==> config.mk <==
export PLATFORM = sky130hd
export DESIGN_NAME = spq_cell
export DESIGN_NICKNAME = d
export VERILOG_FILES = /design/src/hdl/sorted_priority_queue_macros.svh /design/src/hdl/spq_pkg.sv /design/src/hdl/spq_cell.sv
export SDC_FILE = /design/constraint.sdc
export NUM_CORES = 1
export LEC_CHECK = 0
export BUFFER_PORTS_ARGS = -buffer_cell sky130_fd_sc_hd__buf_2
export CORE_UTILIZATION = 48
export DETAILED_ROUTE_END_ITERATION = 6
export PLACE_DENSITY = 0.88
export SLEW_MARGIN = 20
export SYNTH_ARGS = -nofsm -noshare
export SYNTH_HDL_FRONTEND = slang
export SYNTH_SLANG_ARGS = --single-unit
==> constraint.sdc <==
create_clock -name clk -period 11.5 [get_ports clk]
set_input_delay 2.3 -clock clk [delete_from_list [all_inputs] [get_ports clk]]
set_output_delay 2.3 -clock clk [all_outputs]
set_load 0.02 [all_outputs]
==> src/hdl/sorted_priority_queue_macros.svh <==
// Assertion macros for the sorted priority queue.
// Each macro expects a clock named clk and an active-low reset named arst_n in scope.
`ifndef SORTED_PRIORITY_QUEUE_MACROS_SVH
`define SORTED_PRIORITY_QUEUE_MACROS_SVH

`ifndef SYNTHESIS

// The consequent must hold in the same cycle as the antecedent.
`define SPQ_ASSERT_NOW(lbl, ante, cons) \
	lbl: assert property (@(posedge clk) disable iff (!arst_n) (ante) |-> (cons)) \
		else $error("sorted_priority_queue: assertion failed");

// The consequent must hold in the cycle after the antecedent.
`define SPQ_ASSERT_NEXT(lbl, ante, cons) \
	lbl: assert property (@(posedge clk) disable iff (!arst_n) (ante) |=> (cons)) \
		else $error("sorted_priority_queue: assertion failed");

`else

`define SPQ_ASSERT_NOW(lbl, ante, cons)
`define SPQ_ASSERT_NEXT(lbl, ante, cons)

`endif

`endif

==> src/hdl/spq_pkg.sv <==
package spq_pkg;

	// Default number of cells in the queue.
	localparam int CAPACITY_DEF = 64;

	// Data and result field widths.
	localparam int DATA_W  = 32;
	localparam int COUNT_W = 7;

	// Command codes.
	localparam logic CMD_PUSH = 1'b0;
	localparam logic CMD_POP  = 1'b1;

	// Result status codes.
	typedef enum logic [1:0] {
		STATUS_OK        = 2'd0,
		STATUS_POP_EMPTY = 2'd1,
		STATUS_PUSH_FULL = 2'd2
	} status_t;

	// Operation applied to every cell in the same cycle.
	typedef struct packed {
		logic push;
		logic pop;
	} spq_ctrl_t;

	// What one cell hands to its neighbours.
	typedef struct packed {
		logic signed [DATA_W-1:0] value;
		logic                     gt;
	} spq_link_t;

endpackage

==> src/hdl/spq_cell.sv <==
module spq_cell #(
	parameter int IDX   = 0,
	parameter int CNT_W = 7
) (
	input  logic                              clk,
	input  spq_pkg::spq_ctrl_t                ctrl,
	input  logic [CNT_W-1:0]                  count,
	input  logic signed [spq_pkg::DATA_W-1:0] new_value,
	input  spq_pkg::spq_link_t                left,
	input  logic signed [spq_pkg::DATA_W-1:0] right_value,
	output spq_pkg::spq_link_t                link
);

	logic signed [spq_pkg::DATA_W-1:0] value_q;
	logic                              occupied;
	logic                              gt;

	// The cell holds a live entry when its position is below the count.
	assign occupied = count > CNT_W'(IDX);

	// A live entry strictly greater than the new value stays where it is.
	assign gt = occupied && (value_q > new_value);

	// On a push the first cell not greater takes the new value and the rest
	// take their left neighbour's value; on a pop every cell takes its right
	// neighbour's value.
	always_ff @(posedge clk) begin
		if (ctrl.push) begin
			if (!gt) begin
				value_q <= left.gt ? new_value : left.value;
			end
		end else if (ctrl.pop) begin
			value_q <= right_value;
		end
	end

	assign link.value = value_q;
	assign link.gt    = gt;

endmodule
==> results summary, run 1 <==
The run finished with clean final reports. The number of pins with negative max-slew slack in the final report came out at 0. The aggregate global-route resource usage is 0.227. The routability congestion estimate came out at 0.786.

Data on the critical path arrives at its endpoint at 4.37 ns. Of the total power, combinational logic draws 0.370. The antenna diode instance count came out at 0. The count of mapped cells out of synthesis came out at 263. For this run the aggregate overflow at the end of global routing stands at 0.

The synthesis-stage register bit count is 32. The peak supply drop came out at 77.0 uV. The highest net fanout along the worst path came out at 3.

The first-pass iteration count of the detailed router is 4. The via density per instance is approximately 5.1. The via count of the first global-routing pass is roughly 2300.

Setup repair after global routing left no endpoint under its margin. The portion of the clock cycle consumed by the worst path in the final layout came out at 0.580. The die is about 74 um wide. The total power draw came out at 0.385 mW. Across all hold checks on the routed design, the worst slack comes to 1.40 ns. The post-cts gate resize count is 0. The simple-gate share of the synthesized area came out at 0.119. The detailed-route DRC error count came out at 0. The worst slew margin relative to its limit came out at 0.371.

In the layout the commonest cells are buf_2 (139), a21oi_1 (44), nor2_1 (37). The clock network power share is 0.211. The worst path needs 6.67 ns of the cycle, external delays included.

The count of nets after finishing came out at 538. Buffers inserted during clock tree synthesis total 5. The switching portion of total power came out at 0.345. The net switching power is 0.133 mW. The internal portion of the total power is about 0.25 mW. The average routed wire per standard cell came out at 12.9 um.

The path class of the tightest hold or removal check is reg2reg. The worst register-to-register path begins at value_q[31]. Static timing analysis puts the maximum clock frequency at 150 MHz. The post-synthesis adder-cell area fraction is 0.160. The worst register-to-register path ends at value_q[25]. The setup TNS came out at 0 ns. Following the worst setup path forward leads to its endpoint at link[0]. Dividing total power by cell area gives a power density of 116 nW/um2. The mean area per synthesized cell came out at 9.49 um2. TritonCTS built the clock tree. The first global-routing pass estimated 9.59 mm of wire.

The library cell used most frequently in the layout, excluding fill and tap cells, is buf_2. The number of post-CTS setup repair buffers came out at 0. The sequential power share is 0.419.

The worst setup path is launched from a primary input. After filler insertion, the fill cell instance count of the layout stands at between 400 and 500. The clock edge transition at the registers on the reported setup and hold paths came out at 0.07 ns.

The number of vias after detailed routing is 2365. The area added between synthesis and finish is 33.4%. Of the total synthesized cell area, the portion taken by XOR and XNOR cells is 0. The internal reg-to-reg setup slack came out at approximately 8.5 ns. By area, the combinational part of the netlist is dominated by adder cells. The number of flip-flops in the largest register came out at 32. For this block, the initial DRC count from the detailed router was 78.

The post-synthesis mux area share is 0.128. The sequential cell area fraction in the yosys report came out at 0.385. The share of final-layout standard cells stronger than drive strength 1 is 0.378. Clock skew on the completed layout was measured at 0.00839 ns.

The tool flagged a number of max-cap violations equal to 0. The number of primary I/O pins is between 100 and 150. The die outline height came out at 74.1 um.

The count of port buffers added during placement is 139. The H-tree depth reported by CTS came out at 2. The cell row count is 25.

The required time of the critical path came out at 9.20 ns. The setup path with the least slack is of type in2out. The total die area is 5490 um2. The number of antenna violations at the first check in global routing is 0. The largest net degree at the start of global routing is 68. The number of routed nets with antenna violations is 0.

value_q holds more flip-flops than any other register. The total of hold buffers inserted after clock tree synthesis is 0. The total length of routed wires is 6.02 mm. The critical path starts at new_value[7]. In this run the static leakage power is 1.71 nW. The largest registers in the layout are value_q x32.

STA classifies the critical path endpoint as an output port. The tree is rooted in a clkbuf_8. The number of hold violations in the final report is 0. Setup violations remaining at the end of the flow were counted as 0. The detailed-placement wirelength estimate is approximately 4.7 mm. After synthesis, the netlist uses 33 different library cells. The post-synthesis cell area is ~2500 um2. The Yosys step of the flow raised 0 warnings. The post-synthesis net count came out at 402. The starting utilization of the core area came out at 0.515. The maximum count of clock buffers along a single path came out at 2. The actual slew at the worst max-slew pin is 0.944 ns. The number of cells traversed by the worst register-to-register path came out at 8. The core region area is just under 5000 um2. Counting every sink on the clock net gives 32.

The post-synthesis compound-gate area fraction is 0.138. The clock latency reported for the late side of the worst-skew pair came out at between 0.2 and 0.3 ns.
==> layer usage <==
metal / up-vias / GRT usage / part of all wire
li1: 1223 / - / -
met1: 1052 / 0.255 / 0.42
met2: 82 / 0.420 / 0.52
met3: 8 / 0.0569 / 0.053
met4: 0 / 0.0726 / 0.012
met5: - / 0 / 0
==> cells in the mapped netlist <==
| master | number | area share |
|---|---|---|
| buf_1 | 1 | 0.0015 |
| nor2_1 | 37 | 0.056 |
| mux2i_1 | 32 | 0.13 |
| a21oi_1 | 44 | 0.088 |
| nor4_2 | 2 | 0.010 |
| and3_1 | 1 | 0.0025 |
| o31a_1 | 1 | 0.0035 |
| a31oi_1 | 1 | 0.0025 |
| a221o_1 | 1 | 0.0040 |
| or3_1 | 1 | 0.0025 |
| a21o_1 | 1 | 0.0030 |
| nor2b_1 | 1 | 0.0025 |
| buf_4 | 1 | 0.0030 |
| a22oi_1 | 1 | 0.0030 |
| a211oi_1 | 2 | 0.0060 |
| edfxtp_1 | 32 | 0.38 |
| o211ai_1 | 2 | 0.0060 |
| ha_1 | 32 | 0.16 |
| a21boi_1 | 1 | 0.0030 |
| clkbuf_1 | 6 | 0.0090 |
| o21ai_0 | 4 | 0.0080 |
| a2111oi_0 | 1 | 0.0035 |
| a21oi_2 | 1 | 0.0035 |
| nand2_1 | 6 | 0.0090 |
| nand3_1 | 3 | 0.0060 |
| nor3_1 | 1 | 0.0020 |
| nand4_1 | 7 | 0.018 |
| inv_1 | 32 | 0.048 |
| o2bb2ai_1 | 1 | 0.0035 |
| buf_2 | 4 | 0.0080 |
| nand4_2 | 1 | 0.0050 |
| or4_1 | 1 | 0.0030 |
| nand3b_1 | 1 | 0.0030 |
==> stage by stage <==
stage	worst slack [ns]	utilization	area, um2	instances
finish	4.83	0.687	3330	467
global route	4.73	0.687	3330	467
CTS	4.84	0.687	3330	467
detailed placement	4.89	0.670	3250	459
global placement	4.91	0.670	3250	459
floorplan	5.00	-	2500	263
==> worst min-delay path by stage <==
| stage | startpoint | to | slack (ns) | depth (start not counted) |
|---|---|---|---|---|
| finish | value_q[31] | value_q[15] | 1.40 | 4 |
| global route | value_q[31] | value_q[15] | 1.48 | 4 |
| CTS | value_q[31] | value_q[15] | 1.41 | 4 |
| detailed placement | value_q[15] | value_q[15] | 1.38 | 5 |
| global placement | value_q[15] | value_q[15] | 1.36 | 5 |
| floorplan | value_q[31] | value_q[0] | 1.57 | 5 |
==> power groups by stage <==
stage	logic [mW]	clock network, mW	registers [mW]
finish	0.142	0.0813	0.161
global route	0.158	0.0897	0.163
CTS	0.143	0.0835	0.161
detailed placement	0.142	0	0.164
global placement	0.138	0	0.162
floorplan	0.0673	0	0.186
==> worst max-delay path, cell delays in order <==
cell and delay [ns]:
buf_2 0.08, inv_1 0.04, ha_1 0.32, a21oi_1 0.17
o21ai_0 0.15, a221o_1 0.32, o31a_1 0.35, or3_1 0.32
a21boi_1 0.14, buf_2 0.18
==> area by class of cell <==
type                       count  area, um2  area share
sequential                    32        961       0.289
tap                           67       83.8      0.0252
clock inverter                 1       3.75     0.00113
inverter                      32        120      0.0361
multi-input combinational    187       1370       0.413
timing repair buffer         141        711       0.213
clock buffer                   7       76.3      0.0229
==> kinds of logic after synthesis <==
group / after synthesis
mux: 32
buf+inv: 44
flops: 32
fa+ha+maj: 32
compound gates: 61
simple gates: 62
Power figures use the tool's default switching activity.
==> run 2, diff against run 1 <==
--- a/config.mk
+++ b/config.mk
@@ -6,9 +6,9 @@
 export NUM_CORES = 1
 export LEC_CHECK = 0
 export BUFFER_PORTS_ARGS = -buffer_cell sky130_fd_sc_hd__buf_2
-export CORE_UTILIZATION = 48
+export CORE_UTILIZATION = 45
 export DETAILED_ROUTE_END_ITERATION = 6
-export PLACE_DENSITY = 0.88
+export PLACE_DENSITY = 0.83
 export SLEW_MARGIN = 20
 export SYNTH_ARGS = -nofsm -noshare
 export SYNTH_HDL_FRONTEND = slang
==> constraint.sdc (replaced) <==
create_clock -name clk -period 6.6 [get_ports clk]
set_input_delay 1.32 -clock clk [delete_from_list [all_inputs] [get_ports clk]]
set_output_delay 1.32 -clock clk [all_outputs]
set_load 0.02 [all_outputs]
==> run 2 against run 1 <==
Effect of this change: first-iteration DRC count grew 44%; clock-buffer cell count did not move; clock power is 73% higher; routed wire length is 3.3% higher; clock skew down 0.0038 ns; global-route usage shrank 0.54 points; combinational power grew 75%; worst setup slack got worse by 3.0 ns; sequential share of layout area barely moved; via count rose by 0.30%; sequential cell count unchanged; critical endpoint unchanged.
==> results summary, run 2 (synthesis results as in run 1) <==
The TritonCTS sink count came out at 32. In the final timing run, aggregate negative setup slack is 0 ns. The first-pass iteration count of the detailed router is 4.

The worst slew margin relative to its limit came out at 0.342. Of the total power, the share spent switching nets is 0.346. The path type of the worst min-delay path is in2reg. Buffers inserted during clock tree synthesis total 5. The number of antenna violations at the first check in global routing came out at 0. The actual slew at the worst max-slew pin is 0.987 ns. The maximum count of clock buffers along a single path came out at 2. Ranked by flip-flop count, first place goes to value_q. The number of max-cap violations is 0. 0 antenna diodes ended up in the layout. The aggregate global-route resource usage came out at 0.222. The via density per instance came out at 5.05. Once detail routing completed, the nets flagged for antenna violations numbered 0.

The cell row count came out at 26. The core region is around 5200 um2. The clock period minus final worst setup slack came out at between 4 and 5 ns. For the worst-skew pair, the clock arrives at the later sink with an insertion delay of approximately 0.27 ns. At the end of routability-driven placement, the weighted congestion stood at 0.778. The area used by multi-input combinational logic came out at ~1400 um2. The portion of the clock cycle consumed by the worst path in the final layout is 0.718. In the layout the commonest cells are buf_2 (139), a21oi_1 (44), nor2_1 (37). The die extent in x is 76.5 um. The number of fill cells came out at 460.

The area added between synthesis and finish is 33.5%. The sequential power share came out at 0.418. The post-cts gate resize count came out at 0. The largest net degree at the start of global routing is slightly below 70.

The average routed wire per standard cell is approximately 13 um. Setup repair after global routing left no endpoint under its margin. Data on the critical path arrives at its endpoint at between 3 and 4 ns. STA classifies the critical path startpoint as a primary input.

The final-report setup violation count is 0. The leakage power figure came out at 1.71 nW. The number of pins with negative max-slew slack in the final report is 0.

Buffers added to address setup during post-CTS repair amount to 0. Pin placement for this block handled 140 I/O pins. The count of nets after finishing is 538. The number of flip-flops in the largest register is 32. The setup skew after layout came out at 0.00455 ns. The number of vias after detailed routing is 2372. The die is between 70 and 80 um tall.

Once detailed placement completed, the half-perimeter wirelength came to 4.92 mm. The total power draw is 0.672 mW. The total die area came out at 5850 um2. The worst setup path is captured at an output port. The peak supply drop came out at between 100 and 150 uV. The total overflow left after global routing is 0. The flow ran to the end, and the final reports show no timing, DRC or antenna violations. Of the total power, combinational logic draws 0.371. The via count of the first global-routing pass is between 2000 and 2500. The clock network power share is 0.210. The share of final-layout standard cells stronger than drive strength 1 came out at 0.378.

At the end of the flow the core is filled with cells to 0.636. The tightest hold margin came out at 1.37 ns. The count of port buffers added during placement is about 140.

The cell-internal power came out at 0.439 mW. The total length of routed wires came out at 6.21 mm. The most common cell after layout, fill and taps aside is buf_2. The H-tree was split into 2 levels. The first global-routing pass estimated roughly 10 mm of wire. The required time of the critical path is about 5.3 ns.

The starting utilization of the core area is 0.477. The detailed-route DRC error count is 0. CTS placed an instance of clkbuf_8 at the clock tree root. The highest clock rate is 211 MHz. The number of hold violations in the final report is 0. Along the worst path, the maximum fanout reaches 3. Buffers inserted to repair hold after CTS numbered 0. The initial detailed-routing violation count came out at 112. Registers take 961 um2. The clock edge transition at the registers on the reported setup and hold paths is 0.06 ns. The internal reg-to-reg setup slack is 3.64 ns.

The largest registers in the layout are value_q x32. The power density over the cells came out at 201 nW/um2. TritonCTS built the clock tree. The net switching power is 0.232 mW. The critical path is of the in2out type.
[run 2: layout make-up]
type,instances,area share
timing repair buffer,141,0.213
tap,70,0.0263
inverter,32,0.0360
multi-input combinational,187,0.412
sequential,32,0.288
clock buffer,7,0.0229
clock inverter,1,0.00113
[run 2: stage by stage]
stage	instance area [um2]	setup WS (ns)	cells
2_1_floorplan	2500	1.08	263
3_3_place_gp	3250	1.96	462
3_5_place_dp	3250	1.86	462
4_1_cts	3330	1.85	470
5_1_grt	3330	1.74	470
6_report	3330	1.86	470
[run 2: power by group through the flow]
| stage | logic, mW | registers [mW] | clock network, mW |
|---|---|---|---|
| finish | 0.249 | 0.281 | 0.141 |
| detailed placement | 0.250 | 0.285 | 0 |
| global route | 0.279 | 0.285 | 0.155 |
| floorplan | 0.117 | 0.324 | 0 |
| global placement | 0.242 | 0.283 | 0 |
| CTS | 0.252 | 0.281 | 0.146 |
[run 2: worst max-delay path: stages]
cell and delay [ns]:
buf_2 0.09, inv_1 0.04, ha_1 0.32, a21oi_1 0.15, o21ai_0 0.14, a221o_1 0.32
o31a_1 0.35, or3_1 0.32, a21boi_1 0.17, buf_2 0.19
[run 2: path summary, 6_finish.rpt]
path | start | endpoint | cells past startpoint
worst min-delay path | right_value[19] | value_q[19] | 3
worst min register to register | value_q[31] | value_q[14] | 4
worst max-delay path | new_value[7] | link[0] | 10
worst max register to register | value_q[31] | value_q[0] | 8
[run 2: per-layer routing]
layer,up-vias,routed length [um],global-route usage
met2,85,3180,0.410
met3,10,382,0.0599
li1,1221,-,-
met1,1056,2550,0.246
met4,0,99,0.0673
met5,-,0,0
==> run 3, diff against run 2 <==
==> constraint.sdc (replaced) <==
create_clock -name clk -period 4.48 [get_ports clk]
set_input_delay 0.896 -clock clk [delete_from_list [all_inputs] [get_ports clk]]
set_output_delay 0.896 -clock clk [all_outputs]
set_load 0.02 [all_outputs]
==> run 3 against run 2 <==
Effect of this change: routed wire length is 2.9% lower; first-iteration DRC count is 25% lower; hold slack worse by 0.43 ns; worst setup slack worse by 1.2 ns; clock-buffer cell count stayed put; register-to-register slack worse by 2.1 ns; cell count stayed put; sequential power is 47% higher; sequential share of layout area stayed put; non-clock buffer count stayed put; largest cell class unchanged; combinational power is 47% higher.
==> results summary, run 3 (synthesis results as in run 1) <==
The flow ran to the end, and the final reports show no timing, DRC or antenna violations. In the final layout, the registers with the most flip-flops are value_q x32. The cell count after placement came out at 462. The number of hold violations in the final report came out at 0. The number of flip-flops in the largest register is 32.

The peak supply drop came out at 201 uV. In this run, post-CTS hold repair placed 0 buffers. Cell internal power was estimated by the tool at 0.647 mW.

The starting utilization of the core area came out at 0.477. The most common cell after layout, fill and taps aside is buf_2. Setup repair after global routing left no endpoint under its margin. The detailed-placement wirelength estimate came out at slightly below 5 mm. The routability congestion estimate came out at 0.772. The first global-routing pass estimated 10.1 mm of wire. TritonCTS built the clock tree.

The die extent in x is 76.5 um. The power density over the cells is 295 nW/um2. The layout has 465 filler cells. The area used by multi-input combinational logic came out at 1370 um2. Power comes to 0.985 mW. The actual slew at the worst max-slew pin is 0.954 ns. The data arrival time of the worst path is 2.94 ns. The total die area came out at between 5000 and 6000 um2. The via density per instance is between 5 and 6. The leakage power figure came out at approximately 1.7 nW. In the layout the commonest cells are buf_2 (139), a21oi_1 (44), nor2_1 (37).

The number of primary I/O pins came out at 140. The clock latency reported for the late side of the worst-skew pair came out at 0.27 ns. The antenna diode instance count came out at 0. The number of routed nets with antenna violations came out at 0. The number of antenna violations at the first check in global routing is 0. The number of post-CTS setup repair buffers is 0. The aggregate global-route resource usage came out at 0.214. The number of max-cap violations is 0.

The internal reg-to-reg setup slack came out at approximately 1.5 ns. In this run the standard cell core region covers about 5200 um2. The standard cell area after detailed placement came out at ~3300 um2. The tightest hold margin is 0.942 ns.

The H-tree depth reported by CTS is 2. In this run the tool buffered the top-level ports with 139 buffer cells. The slowest stage of the critical path is the o31a_1 cell. The via count of the first global-routing pass is 2373.

The total CTS buffers came out at 5. The path type of the worst min-delay path is in2reg. STA classifies the critical path startpoint as a primary input.

For the final routed database, the setup TNS stands at 0 ns. The net switching power is 0.338 mW. The required time of the critical path came out at around 3.6 ns. The finished layout holds 470 standard cells, fillers aside. On the worst path, the slowest cell contributes a delay of 0.35 ns.

By instance count, the cell type seen most on the critical path is buf_2. Across all layers, the routed design uses approximately 2400 vias. The worst setup path is of the in2out kind. The worst slew margin relative to its limit came out at 0.364. After the last flow step, the layout net total stands at 538. The die outline height came out at 76.5 um. The number of pins with negative max-slew slack in the final report is 0. Along the worst path, the maximum fanout reaches 3. Of the total power, the share spent switching nets is 0.343.

The post-cts gate resize count came out at 0. The total length of routed wires is 6.03 mm. The TritonCTS sink count is 32. Before antenna repair, the detailed router went through 4 iterations. The clock edge transition at the registers on the reported setup and hold paths is 0.06 ns. The detailed-route DRC error count came out at 0. From synthesis to final layout, the design area changed by 33.5%. Entering global routing, the biggest net connects 65 pins. Setup violations remaining at the end of the flow were counted as 0. The register with the most flip-flops is value_q. The share of final-layout standard cells stronger than drive strength 1 is 0.378. The clock period minus final worst setup slack came out at 3.84 ns. The clock network power share came out at 0.210. The cell row count is 26. Derived from the worst setup path, the maximum achievable clock frequency is 261 MHz. The portion of the clock cycle consumed by the worst path in the final layout came out at 0.856. The clock passes through at most 2 buffers. The combined flip-flop and latch cell area came out at about 960 um2. Clock tree synthesis selected as its root buffer the cell clkbuf_8. The setup skew after layout came out at approximately 0.0037 ns. The sequential power share came out at 0.420. The logic gate share of total power came out at 0.371.

The total non-filler cell area in the finished layout is 3330 um2. The average routed wire per standard cell came out at about 13 um. The initial detailed-routing violation count came out at 84. The worst setup path is captured at an output port. Traced cell by cell, the critical path runs through buf_2, inv_1, ha_1, a21oi_1, o21ai_0, a221o_1, o31a_1, or3_1, a21boi_1, buf_2. After global routing the overflow that remains totals 0.
-- run 3: cell counts in the layout (fill, tap and decap cells not counted) --
No cell type changed its count.
-- run 3: area by class of cell --
type | count | area share
Multi-Input combinational cell | 187 | 0.412
Sequential cell | 32 | 0.288
Timing Repair Buffer | 141 | 0.213
Inverter | 32 | 0.0360
Tap cell | 70 | 0.0263
Clock buffer | 7 | 0.0229
Clock inverter | 1 | 0.00113
-- run 3: final timing paths --
path,startpoint,end,depth (start not counted)
max,new_value[7],link[0],10
min,right_value[10],value_q[10],3
max reg2reg,value_q[31],value_q[0],8
min reg2reg,value_q[15],value_q[14],5
-- run 3: per-stage QoR --
step,utilization,worst slack (ns)
4_1_cts,0.636,0.650
6_report,0.636,0.645
2_1_floorplan,-,0.474
5_1_grt,0.636,0.491
3_3_place_gp,0.621,0.688
3_5_place_dp,0.621,0.667
-- run 3: power groups by stage --
| stage | Clock, mW | Sequential, mW | Combinational (mW) |
|---|---|---|---|
| global route | 0.228 | 0.419 | 0.407 |
| global placement | 0 | 0.417 | 0.356 |
| detailed placement | 0 | 0.420 | 0.366 |
| CTS | 0.214 | 0.414 | 0.368 |
| finish | 0.206 | 0.413 | 0.365 |
| floorplan | 0 | 0.475 | 0.174 |
-- run 3: critical path, delay by kind of cell --
| kind | cells | cell delay (ns) |
|---|---|---|
| adder cells (fa/ha/maj) | 1 | 0.31 |
| AND/OR/NAND/NOR | 1 | 0.32 |
| AO/OA/AOI/OAI | 5 | 1.10 |
| buffers and inverters | 3 | 0.31 |
-- run 3: routing by layer --
metal | global-route usage | vias up | share of wire
met2 | 0.397 | 77 | 0.51
li1 | - | 1221 | -
met3 | 0.0419 | 6 | 0.048
met4 | 0.0769 | 0 | 0.010
met1 | 0.242 | 1065 | 0.43
met5 | 0 | - | 0
